[src/sv/ncc_pkg.sv]
// ----------------------------------------------------------------------------
// ncc_pkg : shared types and constants for the nearest centroid classifier
// Field layout of the stream words, mode codes and distance limits.
// ----------------------------------------------------------------------------
`default_nettype none

package ncc_pkg;

   // request field widths
   localparam int MODE_W   = 2;
   localparam int CLASS_W  = 3;
   localparam int CHAN_W   = 3;
   localparam int SAMPLE_W = 16;

   // request tdata layout, lowest field first
   localparam int REQ_CLASS_LSB  = 0;
   localparam int REQ_CHAN_LSB   = REQ_CLASS_LSB + CLASS_W;
   localparam int REQ_SAMPLE_LSB = REQ_CHAN_LSB + CHAN_W;
   localparam int REQ_DATA_W     = 24;

   // response fields
   localparam int DIST_W     = 35;
   localparam int RSP_DATA_W = 40;

   localparam logic [DIST_W-1:0] DIST_MAX = {DIST_W{1'b1}};

   // active_classes register
   localparam int CSR_W = 3;
   localparam logic [CSR_W-1:0] ACTIVE_RESET = 3'd5;

   // mode codes
   localparam logic [MODE_W-1:0] MODE_TRAIN    = 2'd0;
   localparam logic [MODE_W-1:0] MODE_CLASSIFY = 2'd1;
   localparam logic [MODE_W-1:0] MODE_CLEAR    = 2'd2;

   // load strobes from the sequencer to the distance datapath
   typedef struct packed {
      logic cen_load;
      logic sq_load;
   } ncc_dp_ctl_type;

endpackage

`default_nettype wire

[src/sv/ncc_capture_mem.sv]
// ----------------------------------------------------------------------------
// ncc_capture_mem : capture sample store
// Single write port, single read port, read data registered.
// ----------------------------------------------------------------------------
`default_nettype none

module ncc_capture_mem #(
   parameter int DEPTH = 120,
   parameter int WIDTH = 16
) (
   input  wire logic                     clock,
   input  wire logic                     wr_en,
   input  wire logic [$clog2(DEPTH)-1:0] wr_addr,
   input  wire logic [WIDTH-1:0]         wr_data,
   input  wire logic [$clog2(DEPTH)-1:0] rd_addr,
   output logic      [WIDTH-1:0]         rd_data
);

   logic [WIDTH-1:0] mem [DEPTH];

   always_ff @(posedge clock) begin
      if (wr_en) begin
         mem[wr_addr] <= wr_data;
      end
   end

   always_ff @(posedge clock) begin
      rd_data <= mem[rd_addr];
   end

endmodule

`default_nettype wire

[src/sv/ncc_dist.sv]
// ----------------------------------------------------------------------------
// ncc_dist : centroid and squared difference datapath
// Divides the slot sum by the capture count, then squares sample - centroid.
// ----------------------------------------------------------------------------
`default_nettype none

module ncc_dist #(
   parameter int SW   = 16,
   parameter int KW   = 2,
   parameter int SUMW = 18
) (
   input  wire logic                          clock,
   input  wire ncc_pkg::ncc_dp_ctl_type       ctl,
   input  wire logic [SUMW-1:0]               sum,
   input  wire logic [KW-1:0]                 count,
   input  wire logic [SW-1:0]                 sample,
   output logic      [2*SW-1:0]               sq
);

   import ncc_pkg::*;

   // divide by three: ceiling reciprocal, exact for sum < 2^SUMW
   localparam int M = SUMW + 1;
   localparam logic [M-1:0] R3 = M'((2**M + 2) / 3);

   logic [SW-1:0]     cen_ff;
   logic [2*SW-1:0]   sq_ff;
   logic [SUMW+M-1:0] prod3;
   logic [SW-1:0]     cen_in;
   logic [SW-1:0]     diff;
   int                cnt;

   assign prod3 = (SUMW+M)'(sum) * (SUMW+M)'(R3);
   assign cnt   = int'(count);

   always_comb begin
      case (cnt)
         1:       cen_in = sum[SW-1:0];
         2:       cen_in = sum[SW:1];
         3:       cen_in = prod3[M+SW-1:M];
         default: cen_in = sum[SW+1:2];
      endcase
   end

   assign diff = (sample >= cen_ff) ? (sample - cen_ff) : (cen_ff - sample);

   always_ff @(posedge clock) begin
      if (ctl.cen_load) begin
         cen_ff <= cen_in;
      end
      if (ctl.sq_load) begin
         sq_ff <= (2*SW)'(diff) * (2*SW)'(diff);
      end
   end

   assign sq = sq_ff;

endmodule

`default_nettype wire

[src/sv/nearest_centroid_classifier_top.sv]
// ----------------------------------------------------------------------------
// nearest_centroid_classifier_top : nearest centroid classifier
// Trains per-class capture rings and classifies channel samples by squared
// Euclidean distance to the truncated mean of each class's captures.
// ----------------------------------------------------------------------------
// Usage
//   req_* : one channel sample per transaction. tuser carries the mode
//           (train, classify, clear), tlast marks the final channel.
//   rsp_* : one transaction per classify transaction that has tlast set:
//           nearest class, its distance, and found in tuser.
//   csr_* : active_classes, written while the block is idle.
// Operation
//   Train and clear transactions complete at acceptance (store write included).
//   A classify transaction walks the classes through the single read port
//   of the capture store: for each class holding captures it opens the
//   class, reads every capture, forms the centroid, squares the difference
//   and accumulates; empty classes are skipped. On tlast a scan over the
//   classes picks the nearest and registers the result.
// Reset and stalls
//   Reset empties every class and the accumulators and sets active_classes
//   to 5. The store contents are not cleared. A result waits in the output
//   register while rsp_tready is low; the block keeps taking transactions
//   and only holds in its final step if a second result is ready before the
//   first has gone.
// ----------------------------------------------------------------------------
`default_nettype none

module nearest_centroid_classifier_top #(
   parameter int CHANNELS           = 8,
   parameter int MAX_CLASSES        = 5,
   parameter int CAPTURES_PER_CLASS = 3,
   parameter int SAMPLE_BITS        = 16
) (
   input  wire logic                                clock,
   input  wire logic                                reset,
   // csr
   input  wire logic                                csr_wr_en,
   input  wire logic [ncc_pkg::CSR_W-1:0]           csr_wr_data,
   // request
   input  wire logic                                req_tvalid,
   output logic                                     req_tready,
   // [2:0] class_id, [5:3] channel, [21:6] sample, [23:22] zero
   input  wire logic [ncc_pkg::REQ_DATA_W-1:0]      req_tdata,
   // [1:0] mode
   input  wire logic [ncc_pkg::MODE_W-1:0]          req_tuser,
   input  wire logic                                req_tlast,
   // response
   output logic                                     rsp_tvalid,
   input  wire logic                                rsp_tready,
   // [2:0] best_class, [37:3] best_distance, [39:38] zero
   output logic      [ncc_pkg::RSP_DATA_W-1:0]      rsp_tdata,
   // [0] found
   output logic      [0:0]                          rsp_tuser
);

   import ncc_pkg::*;

   // sample width actually kept, and derived widths
   localparam int SW    = (SAMPLE_BITS < SAMPLE_W) ? SAMPLE_BITS : SAMPLE_W;
   localparam int SUMW  = SW + 2;
   localparam int KW    = $clog2(CAPTURES_PER_CLASS + 1);
   localparam int SLW   = (CAPTURES_PER_CLASS > 1) ? $clog2(CAPTURES_PER_CLASS) : 1;
   localparam int CIW   = $clog2(MAX_CLASSES);
   localparam int CNW   = $clog2(MAX_CLASSES + 1);
   localparam int DEPTH = MAX_CLASSES * CAPTURES_PER_CLASS * CHANNELS;
   localparam int AW    = $clog2(DEPTH);

   typedef enum logic [2:0] {
      S_IDLE,
      S_CLASS,
      S_READ,
      S_CENTROID,
      S_SQUARE,
      S_ACC,
      S_SCAN,
      S_RESULT
   } state_type;

   function automatic logic [AW-1:0] store_addr(input int cls, input int slot, input int ch);
      return AW'((cls * CAPTURES_PER_CLASS + slot) * CHANNELS + ch);
   endfunction

   // request fields
   logic [MODE_W-1:0]   req_mode;
   logic [CLASS_W-1:0]  req_class;
   logic [CHAN_W-1:0]   req_chan;
   logic [SW-1:0]       req_sample;
   logic                req_accept;
   logic                req_class_ok;
   logic                req_chan_ok;
   logic [CIW-1:0]      req_cidx;

   assign req_mode   = req_tuser;
   assign req_class  = req_tdata[REQ_CLASS_LSB +: CLASS_W];
   assign req_chan   = req_tdata[REQ_CHAN_LSB +: CHAN_W];
   assign req_sample = req_tdata[REQ_SAMPLE_LSB +: SW];
   assign req_accept = req_tvalid && req_tready;

   // csr register and live class count (0 acts as 1, clipped at MAX_CLASSES)
   logic [CSR_W-1:0] active_ff;
   logic [CNW-1:0]   n_live;

   always_ff @(posedge clock) begin
      if (reset) begin
         active_ff <= ACTIVE_RESET;
      end else if (csr_wr_en) begin
         active_ff <= csr_wr_data;
      end
   end

   always_comb begin
      if (active_ff == '0) begin
         n_live = CNW'(1);
      end else if (int'(active_ff) > MAX_CLASSES) begin
         n_live = CNW'(MAX_CLASSES);
      end else begin
         n_live = CNW'(active_ff);
      end
   end

   assign req_class_ok = int'(req_class) < int'(n_live);
   assign req_chan_ok  = int'(req_chan) < CHANNELS;
   assign req_cidx     = req_class[CIW-1:0];

   // control and per-class state
   state_type          state_ff;
   logic [KW-1:0]      count_ff [MAX_CLASSES];
   logic [SLW-1:0]     slot_ff  [MAX_CLASSES];
   logic [DIST_W-1:0]  acc_ff   [MAX_CLASSES];
   logic [CNW-1:0]     c_ff;
   logic [SLW-1:0]     s_ff;
   logic [SUMW-1:0]    sum_ff;
   logic [SW-1:0]      smp_ff;
   logic [CHAN_W-1:0]  ch_ff;
   logic               ch_ok_ff;
   logic               last_ff;
   logic [CIW-1:0]     best_ff;
   logic [DIST_W-1:0]  bd_ff;
   logic               found_ff;
   logic               rsp_valid_ff;
   logic [CLASS_W-1:0] rsp_class_ff;
   logic [DIST_W-1:0]  rsp_dist_ff;
   logic               rsp_found_ff;

   logic [CIW-1:0]     cidx;
   logic [KW-1:0]      cur_count;
   logic               class_done;
   logic               last_slot;

   assign cidx       = c_ff[CIW-1:0];
   assign class_done = c_ff >= n_live;
   assign cur_count  = class_done ? '0 : count_ff[cidx];
   assign last_slot  = ((KW+1)'(s_ff) + (KW+1)'(1)) == (KW+1)'(cur_count);

   // capture store ports
   logic            wr_en;
   logic [AW-1:0]   wr_addr;
   logic [AW-1:0]   rd_addr;
   logic [SW-1:0]   rd_data;

   assign wr_en   = req_accept && (req_mode == MODE_TRAIN) && req_class_ok && req_chan_ok;
   assign wr_addr = store_addr(int'(req_cidx), int'(slot_ff[req_cidx]), int'(req_chan));
   // slot 0 is fetched while a class is opened, the next slot while reading
   assign rd_addr = store_addr(int'(cidx), (state_ff == S_READ) ? int'(s_ff) + 1 : 0,
                               int'(ch_ff));

   ncc_capture_mem #(
      .DEPTH (DEPTH),
      .WIDTH (SW)
   ) u_mem (
      .clock   (clock),
      .wr_en   (wr_en),
      .wr_addr (wr_addr),
      .wr_data (req_sample),
      .rd_addr (rd_addr),
      .rd_data (rd_data)
   );

   // distance datapath
   ncc_dp_ctl_type dp_ctl;
   logic [2*SW-1:0] sq;

   assign dp_ctl.cen_load = (state_ff == S_CENTROID);
   assign dp_ctl.sq_load  = (state_ff == S_SQUARE);

   ncc_dist #(
      .SW   (SW),
      .KW   (KW),
      .SUMW (SUMW)
   ) u_dist (
      .clock  (clock),
      .ctl    (dp_ctl),
      .sum    (sum_ff),
      .count  (cur_count),
      .sample (smp_ff),
      .sq     (sq)
   );

   // saturating accumulate
   logic [DIST_W:0]    acc_sum;
   logic [DIST_W-1:0]  acc_next;
   logic [DIST_W-1:0]  cur_acc;

   assign cur_acc  = class_done ? '0 : acc_ff[cidx];
   assign acc_sum  = (DIST_W+1)'(cur_acc) + (DIST_W+1)'(sq);
   assign acc_next = (acc_sum >= (DIST_W+1)'(DIST_MAX)) ? DIST_MAX : acc_sum[DIST_W-1:0];

   always_ff @(posedge clock) begin
      if (reset) begin
         state_ff     <= S_IDLE;
         rsp_valid_ff <= 1'b0;
         c_ff         <= '0;
         s_ff         <= '0;
         found_ff     <= 1'b0;
         for (int i = 0; i < MAX_CLASSES; i++) begin
            count_ff[i] <= '0;
            slot_ff[i]  <= '0;
            acc_ff[i]   <= '0;
         end
      end else begin
         // the result step reloads the output register itself
         if (rsp_valid_ff && rsp_tready && state_ff != S_RESULT) begin
            rsp_valid_ff <= 1'b0;
         end
         unique case (state_ff)
            S_IDLE: begin
               if (req_accept) begin
                  unique case (req_mode)
                     MODE_TRAIN: begin
                        if (req_class_ok && req_tlast) begin
                           if (slot_ff[req_cidx] == SLW'(CAPTURES_PER_CLASS - 1)) begin
                              slot_ff[req_cidx] <= '0;
                           end else begin
                              slot_ff[req_cidx] <= slot_ff[req_cidx] + SLW'(1);
                           end
                           if (count_ff[req_cidx] != KW'(CAPTURES_PER_CLASS)) begin
                              count_ff[req_cidx] <= count_ff[req_cidx] + KW'(1);
                           end
                        end
                     end
                     MODE_CLEAR: begin
                        if (req_class_ok) begin
                           count_ff[req_cidx] <= '0;
                           slot_ff[req_cidx]  <= '0;
                        end
                     end
                     MODE_CLASSIFY: begin
                        smp_ff   <= req_sample;
                        ch_ff    <= req_chan;
                        ch_ok_ff <= req_chan_ok;
                        last_ff  <= req_tlast;
                        c_ff     <= '0;
                        state_ff <= S_CLASS;
                     end
                     default: begin
                     end
                  endcase
               end
            end
            S_CLASS: begin
               if (class_done || !ch_ok_ff) begin
                  if (last_ff) begin
                     c_ff     <= '0;
                     found_ff <= 1'b0;
                     best_ff  <= '0;
                     bd_ff    <= '0;
                     state_ff <= S_SCAN;
                  end else begin
                     state_ff <= S_IDLE;
                  end
               end else if (cur_count == '0) begin
                  c_ff <= c_ff + CNW'(1);
               end else begin
                  s_ff     <= '0;
                  sum_ff   <= '0;
                  state_ff <= S_READ;
               end
            end
            S_READ: begin
               sum_ff <= sum_ff + SUMW'(rd_data);
               if (last_slot) begin
                  state_ff <= S_CENTROID;
               end else begin
                  s_ff <= s_ff + SLW'(1);
               end
            end
            S_CENTROID: begin
               state_ff <= S_SQUARE;
            end
            S_SQUARE: begin
               state_ff <= S_ACC;
            end
            S_ACC: begin
               acc_ff[cidx] <= acc_next;
               c_ff         <= c_ff + CNW'(1);
               state_ff     <= S_CLASS;
            end
            S_SCAN: begin
               if (class_done) begin
                  state_ff <= S_RESULT;
               end else begin
                  // strict compare keeps the lower index on a tie
                  if (cur_count != '0 && (!found_ff || cur_acc < bd_ff)) begin
                     best_ff  <= cidx;
                     bd_ff    <= cur_acc;
                     found_ff <= 1'b1;
                  end
                  c_ff <= c_ff + CNW'(1);
               end
            end
            S_RESULT: begin
               if (!rsp_valid_ff || rsp_tready) begin
                  rsp_valid_ff <= 1'b1;
                  rsp_class_ff <= CLASS_W'(best_ff);
                  rsp_dist_ff  <= bd_ff;
                  rsp_found_ff <= found_ff;
                  for (int i = 0; i < MAX_CLASSES; i++) begin
                     acc_ff[i] <= '0;
                  end
                  state_ff <= S_IDLE;
               end
            end
            default: begin
               state_ff <= S_IDLE;
            end
         endcase
      end
   end

   assign req_tready = (state_ff == S_IDLE);
   assign rsp_tvalid = rsp_valid_ff;
   assign rsp_tdata  = {(RSP_DATA_W - DIST_W - CLASS_W)'(0), rsp_dist_ff, rsp_class_ff};
   assign rsp_tuser  = rsp_found_ff;

endmodule

`default_nettype wire

[config.mk]
export PLATFORM = sky130hd
export DESIGN_NAME = nearest_centroid_classifier_top
export DESIGN_NICKNAME = d
export VERILOG_FILES = /design/src/sv/ncc_pkg.sv /design/src/sv/ncc_capture_mem.sv /design/src/sv/ncc_dist.sv /design/src/sv/nearest_centroid_classifier_top.sv
export SDC_FILE = /design/constraint.sdc
export NUM_CORES = 2
export LEC_CHECK = 0
export BUFFER_PORTS_ARGS = -buffer_cell sky130_fd_sc_hd__buf_2
export CORE_ASPECT_RATIO = 0.5
export CORE_MARGIN = 4
export CORE_UTILIZATION = 40
export DETAILED_ROUTE_END_ITERATION = 7
export PLACE_DENSITY_LB_ADDON = 0.3
export REMOVE_ABC_BUFFERS = 1
export SLEW_MARGIN = 20
export SYNTH_ARGS = -nofsm -noshare
export SYNTH_HDL_FRONTEND = slang
export SYNTH_SLANG_ARGS = --single-unit
[constraint.sdc]
create_clock -name clock -period 23 [get_ports clock]
set_clock_uncertainty 0.15 [all_clocks]
set_input_delay 2.3 -clock clock [delete_from_list [all_inputs] [get_ports clock]]
set_output_delay 2.3 -clock clock [all_outputs]
set_load 0.1 [all_outputs]
==> results.tsv <==
stage	metric	value	unit
run_status	status	complete, no violations	
logic_synthesis	Seq/Total Area, Yosys	0.652	
route	met2 wire len	126	mm
worst_setup_path	Setup crit end kind	flip-flop	
logic_synthesis	number of synthesized flops with an enable pin	2394	
global_routing	grt total ovfl	0	
route	met3 wire length	15.8	mm
sta	Slew @ Worst Pin	1.14	ns
route	Routed wire per std cell	25.3	µm
route	antenna viol nets, final	0	
cells_and_area	Finished Layout Cells	10400	
route	drt initial violations	5333	
hold_path	Hold WC Path Type	reg2reg	
sta	Tcrit/Tclk final	0.476	
global_routing	initial antenna violation count	12	
die	Die Width	754	µm
sta	Final Hold Violating Endpoints	0	
route	Vias per Instance	5.48	
cells_and_area	register area	72500	µm²
clock_network	Max Root-Sink Buffers	4	
worst_setup_path	crit path max fanout	17	
cells_and_area	most common cell after layout, fill and taps aside	edfxtp_1	
clock_network	total CTS buffers	220	
placed_design	DP Worst Slack	12.13	ns
sta	unrepaired setup endpoints after global routing	no	
logic_synthesis	FF+latch count, synth	2426	
sta	Slew Viols, Final	0	
worst_setup_path	most used cell, CP	fa_1	
hold_path	hold path start	best_ff[1]	
global_routing	vias in the first global route	58600	
power_and_ir_drop	Reg power frac	0.355	
sta	Worst slew margin	0.240	
global_routing	Tot GR Track Use	0.183	
logic_synthesis	Post-Syn Area	111000	µm²
power_and_ir_drop	pwr dens	119	nW/µm²
clock_network	hold buffer count at CTS	0	
power_and_ir_drop	Tot Pwr	14.8	mW
clock_network	CTS root buf	clkbuf_16	
placed_design	routability cong.	0.843	
route	Routed Wire Length	264	mm
power_and_ir_drop	sw power	5.10	mW
die	Die Y-Extent	381	µm
sta	Sum Neg Setup Slack	0	ns
worst_setup_path	CP max stage delay	0.73	ns
logic_synthesis	ys flop type	edfxtp_1	
power_and_ir_drop	Clk pwr share	0.247	
clock_network	Resized Gates After CTS	0	
worst_setup_path	Arr. time, crit path	11.34	ns
sta	Worst Setup Slack, final	12.05	ns
worst_setup_path	slowest CP cell	ha_1	
clock_network	TritonCTS Sinks	2426	
worst_setup_path	CP required	23.39	ns
power_and_ir_drop	VDD IR-drop max	243	µV
placed_design	placed cells	10000	
worst_setup_path	R2R Path Start	smp_ff[0]	
logic_synthesis	largest area contributor in the netlist	edfxtp_1	
route	Top Metal Used	met4	
global_routing	largest net degree at the start of global routing	117	
power_and_ir_drop	Leakage	43.4	nW
sta	# setup viols final	0	
die	Ports	78	
run	Max-Cap Viols	0	
logic_synthesis	Syn Inst Count	6338	
cells_and_area	fill count	23700	
placed_design	DP HPWL	163	mm
cells_and_area	Multi-input gate area	35700	µm²
worst_setup_path	Startpoint Class	flip-flop	
logic_synthesis	asr flop ratio synth	0	
worst_setup_path	Crit Path Class	reg2reg	
route	Initial DRT Pass Iterations	5	
logic_synthesis	count of different cell masters after synthesis	78	
cells_and_area	commonest non-fill, non-tap cells in the layout	edfxtp_1, mux4_2, inv_1	
logic_synthesis	share of the synthesized area in the top cell type	0.646	
logic_synthesis	top post-synthesis cells by area	edfxtp_1, mux4_2, fa_1, ha_1, inv_1	
logic_synthesis	syn avg cell area	17.5	µm²
clock_network	Clock Pin Slew Worst Setup and Hold Paths	0.07	ns
clock_network	CTS tree	built	
route	vias post-DR	57100	
placed_design	IO buf count	73	
route	# DRC	0	
die	core area	276000	µm²
sta	Fmax	0.0913	GHz
cells_and_area	# nets final	7285	
clock_network	CTS H-tree depth	4	
clock_network	Worst-Skew Late Latency	0.90	ns
route	WL met1	117	mm
power_and_ir_drop	Comb power frac	0.399	
power_and_ir_drop	Power Internal	9.72	mW
die	Die Area	287000	µm²
global_routing	first-pass GRT wire length	392	mm
die	initial core utilization	0.403	
power_and_ir_drop	sw frac	0.344	
cells_and_area	Synth-to-Final Area Change	11.6	%
sta	final critical-path required period	10.95	ns
cells_and_area	share of cells above drive strength 1	0.211	
die	row cnt	136	
clock_network	setup bufs post-CTS	0	
logic_synthesis	synth warn	0	
worst_setup_path	crit path launch	smp_ff[0]	
==> sequential cells by signal (all words and copies together) (netlist names), named ones only <==
signal,count
u_mem.mem,1920
acc_ff,280
bd_ff,35
rsp_dist_ff,35
u_dist.sq,31
sum_ff,18
count_ff,16
slot_ff,16
smp_ff,16
u_dist.cen_ff,16
u_mem.rd_data,16
active_ff,3
best_ff,3
c_ff,3
ch_ff,3
rsp_class_ff,3
state_ff,3
s_ff,2
found_ff,1
last_ff,1
rsp_tuser,1
rsp_tvalid,1
==> Yosys cell counts (17+ instances only) <==
| cell | n |
|---|---|
| o21ai_0 | 86 |
| fa_1 | 280 |
| and3_1 | 17 |
| xnor2_1 | 66 |
| a21o_1 | 65 |
| xor2_1 | 38 |
| nor2b_1 | 33 |
| nand4_1 | 20 |
| nand2_1 | 201 |
| mux2i_1 | 91 |
| nand3_1 | 41 |
| buf_2 | 22 |
| a211oi_1 | 33 |
| ha_1 | 387 |
| edfxtp_1 | 2394 |
| nor2_1 | 555 |
| nor3_1 | 76 |
| inv_1 | 574 |
| a21oi_1 | 132 |
| nand2b_1 | 31 |
| buf_1 | 71 |
| mux4_2 | 686 |
| dfxtp_1 | 32 |
| clkbuf_1 | 161 |
| nor2_2 | 30 |
==> layout make-up <==
class	count	area share
diodes	5	0.000101
clock buffers	273	0.0470
clock inverters	128	0.00981
inverters	579	0.0175
multi-input cells	3074	0.288
flip-flops and latches	2426	0.584
well taps	3657	0.0369
repair buffers	282	0.0166
==> cell families (layout without fill, tap and decap cells) <==
kind of cell | count (synthesis) | after routing | synth area share
buf+inv | 839 | 1262 | 0.0289
other cells | 1 | 7 | 0.0000337
xor+xnor | 106 | 106 | 0.00854
fa+ha+maj | 667 | 667 | 0.0939
simple gates | 1059 | 1059 | 0.0416
compound gates | 445 | 445 | 0.0258
flops | 2426 | 2426 | 0.652
mux | 795 | 795 | 0.149
==> metrics by stage <==
stage / hold slack [ns] / util / cell area [µm²]
2_1_floorplan: 0.250 / - / 110000
3_3_place_gp: 0.266 / 0.424 / 117000
3_5_place_dp: 0.257 / 0.424 / 117000
4_1_cts: 0.275 / 0.450 / 124000
5_1_grt: 0.281 / 0.450 / 124000
6_report: 0.272 / 0.450 / 124000
==> path summary, 6_finish.rpt <==
check | to | slack (ns) | cells after the start
max | u_dist.sq[31] | 12.05 | 33
min | rsp_class_ff[1] | 0.27 | 0
max reg2reg | u_dist.sq[31] | 12.05 | 33
min reg2reg | rsp_class_ff[1] | 0.27 | 0
==> critical path, delay by kind of cell (launching register included) <==
kind / cells / cell delay [ns]
AND/OR/NAND/NOR: 6 / 1.42
buffers and inverters: 5 / 0.54
XOR/XNOR: 1 / 0.33
AO/OA/AOI/OAI: 11 / 3.09
multiplexers: 2 / 0.70
adder cells (fa/ha/maj): 8 / 4.05
flip-flops: 1 / 0.37
==> layer usage <==
metal / vias to the layer above / track usage
met2: 1736 / 0.298
li1: 24800 / -
met4: 0 / 0.0372
met5: - / 0
met3: 311 / 0.0249
met1: 30200 / 0.264
==> power groups by stage <==
stage,registers (mW),clock network (mW),logic [mW]
after global placement,5.36,0,5.93
after global routing,5.26,3.92,6.81
after floorplan,5.35,0,4.52
after CTS,5.26,3.73,6.01
final,5.26,3.66,5.91
after detailed placement,5.36,0,5.95
No activity file was read; power rests on OpenSTA's default activity.
